### src/design/tcw_pkg.sv
// Shared types and constants for the text console writer.
package tcw_pkg;

   // Request kinds carried on the request tuser
   localparam logic [1:0] REQ_PUT   = 2'd0;
   localparam logic [1:0] REQ_READ  = 2'd1;
   localparam logic [1:0] REQ_CLEAR = 2'd2;

   // Character codes
   localparam logic [7:0] CH_BACKSPACE = 8'd8;
   localparam logic [7:0] CH_NEWLINE   = 8'd10;
   localparam logic [7:0] CH_BLANK     = 8'd32;

   // Color and blank cell after reset
   localparam logic [7:0]  RESET_COLOR = 8'd7;
   localparam logic [15:0] RESET_CELL  = {RESET_COLOR, CH_BLANK};

   // Field widths
   localparam int CHAR_W  = 8;
   localparam int INDEX_W = 11;
   localparam int CELL_W  = 16;
   localparam int COLOR_W = 8;

   typedef enum logic [2:0] {
      ST_INIT,
      ST_IDLE,
      ST_PUT,
      ST_READ,
      ST_READ_CAP,
      ST_SCROLL,
      ST_FILL,
      ST_RESP
   } state_type;

   // Controller to datapath
   typedef struct packed {
      logic load_req;
      logic home;
      logic put_step;
      logic read_capture;
      logic scroll_step;
      logic fill_step;
      logic init_fill;
      logic rsp_load;
   } cmd_type;

   // Datapath to controller
   typedef struct packed {
      logic need_scroll;
      logic scroll_last;
      logic fill_last;
      logic rsp_free;
   } status_type;

endpackage

### src/design/tcw_ctrl.sv
// Request sequencer for the text console writer.
module tcw_ctrl
   import tcw_pkg::*;
(
   input  logic       clock,
   input  logic       reset,
   input  logic       req_tvalid,
   output logic       req_tready,
   input  logic [1:0] req_type,
   input  status_type status,
   output cmd_type    cmd
);

   state_type state_ff, state_in;
   logic      accept;

   assign req_tready = (state_ff == ST_IDLE);
   assign accept     = req_tvalid && req_tready;

   always_comb begin
      state_in = state_ff;
      unique case (state_ff)
         ST_INIT: begin
            if (status.fill_last) state_in = ST_IDLE;
         end
         ST_IDLE: begin
            if (accept) begin
               unique case (req_type)
                  REQ_PUT:   state_in = ST_PUT;
                  REQ_READ:  state_in = ST_READ;
                  REQ_CLEAR: state_in = ST_FILL;
                  default:   state_in = ST_RESP;
               endcase
            end
         end
         ST_PUT: begin
            state_in = status.need_scroll ? ST_SCROLL : ST_RESP;
         end
         ST_READ:     state_in = ST_READ_CAP;
         ST_READ_CAP: state_in = ST_RESP;
         ST_SCROLL: begin
            if (status.scroll_last) state_in = ST_FILL;
         end
         ST_FILL: begin
            if (status.fill_last) state_in = ST_RESP;
         end
         ST_RESP: begin
            if (status.rsp_free) state_in = ST_IDLE;
         end
         default: state_in = ST_IDLE;
      endcase
   end

   always_comb begin
      cmd = '0;
      unique case (state_ff)
         ST_INIT: begin
            cmd.fill_step = 1'b1;
            cmd.init_fill = 1'b1;
         end
         ST_IDLE: begin
            cmd.load_req = accept;
            cmd.home     = accept && (req_type == REQ_CLEAR);
         end
         ST_PUT:      cmd.put_step     = 1'b1;
         ST_READ:     cmd              = '0;
         ST_READ_CAP: cmd.read_capture = 1'b1;
         ST_SCROLL:   cmd.scroll_step  = 1'b1;
         ST_FILL:     cmd.fill_step    = 1'b1;
         ST_RESP:     cmd.rsp_load     = status.rsp_free;
         default:     cmd              = '0;
      endcase
   end

   always_ff @(posedge clock) begin
      if (reset) begin
         state_ff <= ST_INIT;
      end else begin
         state_ff <= state_in;
      end
   end

endmodule

### config.mk
export PLATFORM = sky130hd
export DESIGN_NAME = tcw_ctrl
export DESIGN_NICKNAME = d
export VERILOG_FILES = /design/src/design/tcw_pkg.sv /design/src/design/tcw_ctrl.sv
export SDC_FILE = /design/constraint.sdc
export NUM_CORES = 1
export LEC_CHECK = 0
export ABC_AREA = 0
export BUFFER_PORTS_ARGS = -buffer_cell sky130_fd_sc_hd__buf_2
export CORE_AREA = 5 5 42 44
export DETAILED_ROUTE_END_ITERATION = 8
export DIE_AREA = 0 0 47 49
export PLACE_DENSITY = 0.47
export SETUP_SLACK_MARGIN = 0.4
export SLEW_MARGIN = 15
export SYNTH_ARGS = -nofsm -noshare
export SYNTH_HDL_FRONTEND = slang
export SYNTH_SLANG_ARGS = --single-unit
### constraint.sdc
create_clock -name clock -period 1.8 [get_ports clock]
set_clock_uncertainty 0.1 [all_clocks]
set_input_delay 0.36 -clock clock [delete_from_list [all_inputs] [get_ports clock]]
set_output_delay 0.36 -clock clock [all_outputs]
set_load 0.01 [all_outputs]
==> run_results.csv <==
group,metric,value,unit
worst_setup_path,arrival,1.11,ns
drt,wl,951,µm
worst_setup_path,required,1.34,ns
synthesis,synthCells,41,
timing,slew_headroom,83.72,%
drt,wire_per_inst,10.81,µm
floorplanning,die_area,2303,µm²
placed_design,dp_hpwl,647.6,µm
final_layout,reg.largest.list,"state_ff (3)",
clock_tree,clock-sinks,3,
placed_design,dp_cells,74,
clock_tree,clock_latency,0.23,ns
final_layout,final_layout_size_suffix_gt1_share,61.11,%
floorplanning,die_h,49,µm
worst_setup_path,worstSetupPathType,"reg -> out",
synthesis,yosysWarnings,0,
clock_tree,clk_path_buf_depth,2,
final_layout,final_cell_mix,"17 x buf_2, 10 x buf_4, 4 x nor2_1, 4 x nand2_1",
drt,via_per_inst,4.614,
timing,rsz0062_at_grt,"true",
placed_design,port_buffers,17,
floorplanning,rows,14,
clock_tree,cts_tree,"done",
final_layout,largest_register_ffs,3,
synthesis,avgSynthCellArea,7.660,µm²
timing,whs,0.2343,ns
timing,fin_crit_sh,87.33,%
final_layout,antenna_cells,0,
timing,finalMaxSlewViolations,0,
clock_tree,h-tree-depth,1,
power_and_ir_drop,irDropWorstVdd,0.0006451,V
synthesis,ys_ff_latch,3,
power_and_ir_drop,leakage,0.2790,nW
placed_design,place.gp.congestion,0.7185,
clock_tree,postCtsHoldBufs,0,
timing,finalSetupViolations,0,
clock_tree,clk_pin_slew,0.03,ns
timing,fmax,636.2,MHz
timing,tightest_slew,0.2428,ns
timing,hold_viol_final,0,
clock_tree,cts_buffers,3,
drt,drt_first_pass_iters,2,
drt,drc_errors,0,
synthesis,synth_area,314.1,µm²
synthesis,synth_cell_type_count,22,
final_layout,syn_to_final_growth,82.47,%
power_and_ir_drop,power_density,908.5,nW/µm²
floorplanning,coreArea,1401,µm²
final_layout,nNetsFinal,82,
floorplanning,dieWidth,47,µm
worst_setup_path,critPathCaptureType,"output port",
global_route,grt_max_degree,8,
floorplanning,start_util,22.41,%
global_route,track_usage,8.790,%
synthesis,seq_area_frac_synth,19.12,%
final_layout,final-instance-count-excl-fill,88,
final_layout,regMostFlops,"state_ff",
global_route,antenna_found_initial,0,
drt,drtIter0Drc,4,
global_route,overflow,0,
global_route,first_global_vias,375,
floorplanning,ioPinCount,18,
worst_setup_path,cp-start-kind,"register",
timing,tns,0,ns
worst_setup_path,path_max_fanout,7,
final_layout,fillers,156,
clock_tree,ctsRootBufferMaster,"clkbuf_4",
min_path,hold_path_class,"in -> reg",
synthesis,synth_fp_nets,50,
timing,period_needed,1.572,ns
global_route,grt_pass1_wl,1580,µm
drt,antenna_left,0,
run_status,status,"finished clean",
flow_run,cap_viol_max_count,0,
final_layout,final_common_cell,"buf_2",
drt,vias,406,
metrics by stage:
stage	worst slack [ns]	utilization (%)	total power, mW	instance area [µm²]
finish	0.2281	40.89	0.5206	573.1
global route	0.1716	40.89	0.5712	573.1
CTS	0.2359	38.84	0.5014	544.3
detailed placement	0.3237	29.55	0.3048	414.1
global placement	0.3394	29.55	0.3083	414.1
floorplan	0.4735	-	0.2436	314.1
area by class of cell:
type                    instances  area (µm²)  share of cell area [%]
well taps                      16       20.02                   3.493
flip-flops and latches          3       71.32                   12.45
clock buffers                   4       26.28                   4.585
multi-input cells              34       257.7                   44.98
inverters                       1       3.754                  0.6550
repair buffers                 30       193.9                   33.84
cells in the mapped netlist:
| master | instances | area (µm²) |
|---|---|---|
| a211o_1 | 1 | 8.760 |
| a21oi_1 | 1 | 5.000 |
| or2_2 | 1 | 6.260 |
| a211oi_1 | 3 | 22.52 |
| nor4bb_2 | 1 | 16.27 |
| o2bb2ai_1 | 2 | 17.52 |
| inv_1 | 1 | 3.750 |
| o21a_1 | 1 | 7.510 |
| a311oi_1 | 1 | 8.760 |
| nand2b_1 | 2 | 12.51 |
| and2_1 | 1 | 6.260 |
| a31oi_1 | 2 | 12.51 |
| a211oi_2 | 1 | 12.51 |
| nor2_1 | 5 | 18.77 |
| buf_2 | 1 | 5.000 |
| and3_1 | 2 | 12.51 |
| buf_6 | 2 | 22.52 |
| nor3b_1 | 2 | 15.01 |
| nand2_1 | 5 | 18.77 |
| dfxtp_1 | 3 | 60.06 |
| nor2b_1 | 1 | 6.260 |
| or2b_1 | 2 | 15.01 |
critical path: stages, from the launching register on:
cell and delay [ns]:
dfxtp_4 0.36, or2_4 0.26, a21oi_2 0.13, buf_2 0.13
where the power goes:
group | internal [mW] | total (mW) | switching (mW)
sequential | 0.0838 | 0.109 | 0.0252
combinational | 0.173 | 0.299 | 0.127
clock | 0.0827 | 0.112 | 0.0296
total | 0.339 | 0.521 | 0.182
final timing paths:
check	startpoint	endpoint	slack (ns)	cells past startpoint
worst max-delay path	state_ff[1]	cmd[2]	0.23	3
worst min-delay path	reset	state_ff[0]	0.23	2
worst max register to register	state_ff[1]	state_ff[0]	0.45	4
worst min register to register	state_ff[0]	state_ff[0]	0.61	3
logic make-up after synthesis:
family | Yosys count | share of synthesized area (%)
AOI/OAI and AO/OA | 12 | 30.28
buffers and inverters | 4 | 9.957
DFF | 3 | 19.12
and+or+nand+nor | 22 | 40.64
routing by layer:
layer	vias to the layer above	global-route usage [%]	wire length, µm
li1	210	-	-
met1	188	11.16	423
met2	8	14.25	466
met3	0	4.059	62
met4	0	0	0
met5	-	0	0
what timing repair did:
action                     in CTS  in global routing
gates resized for setup        13                  4
pin swaps                       5                  4
setup endpoints to repair      10                 11
buffers inserted                9                  1
Note: power is estimated with default switching activity, not from simulation.
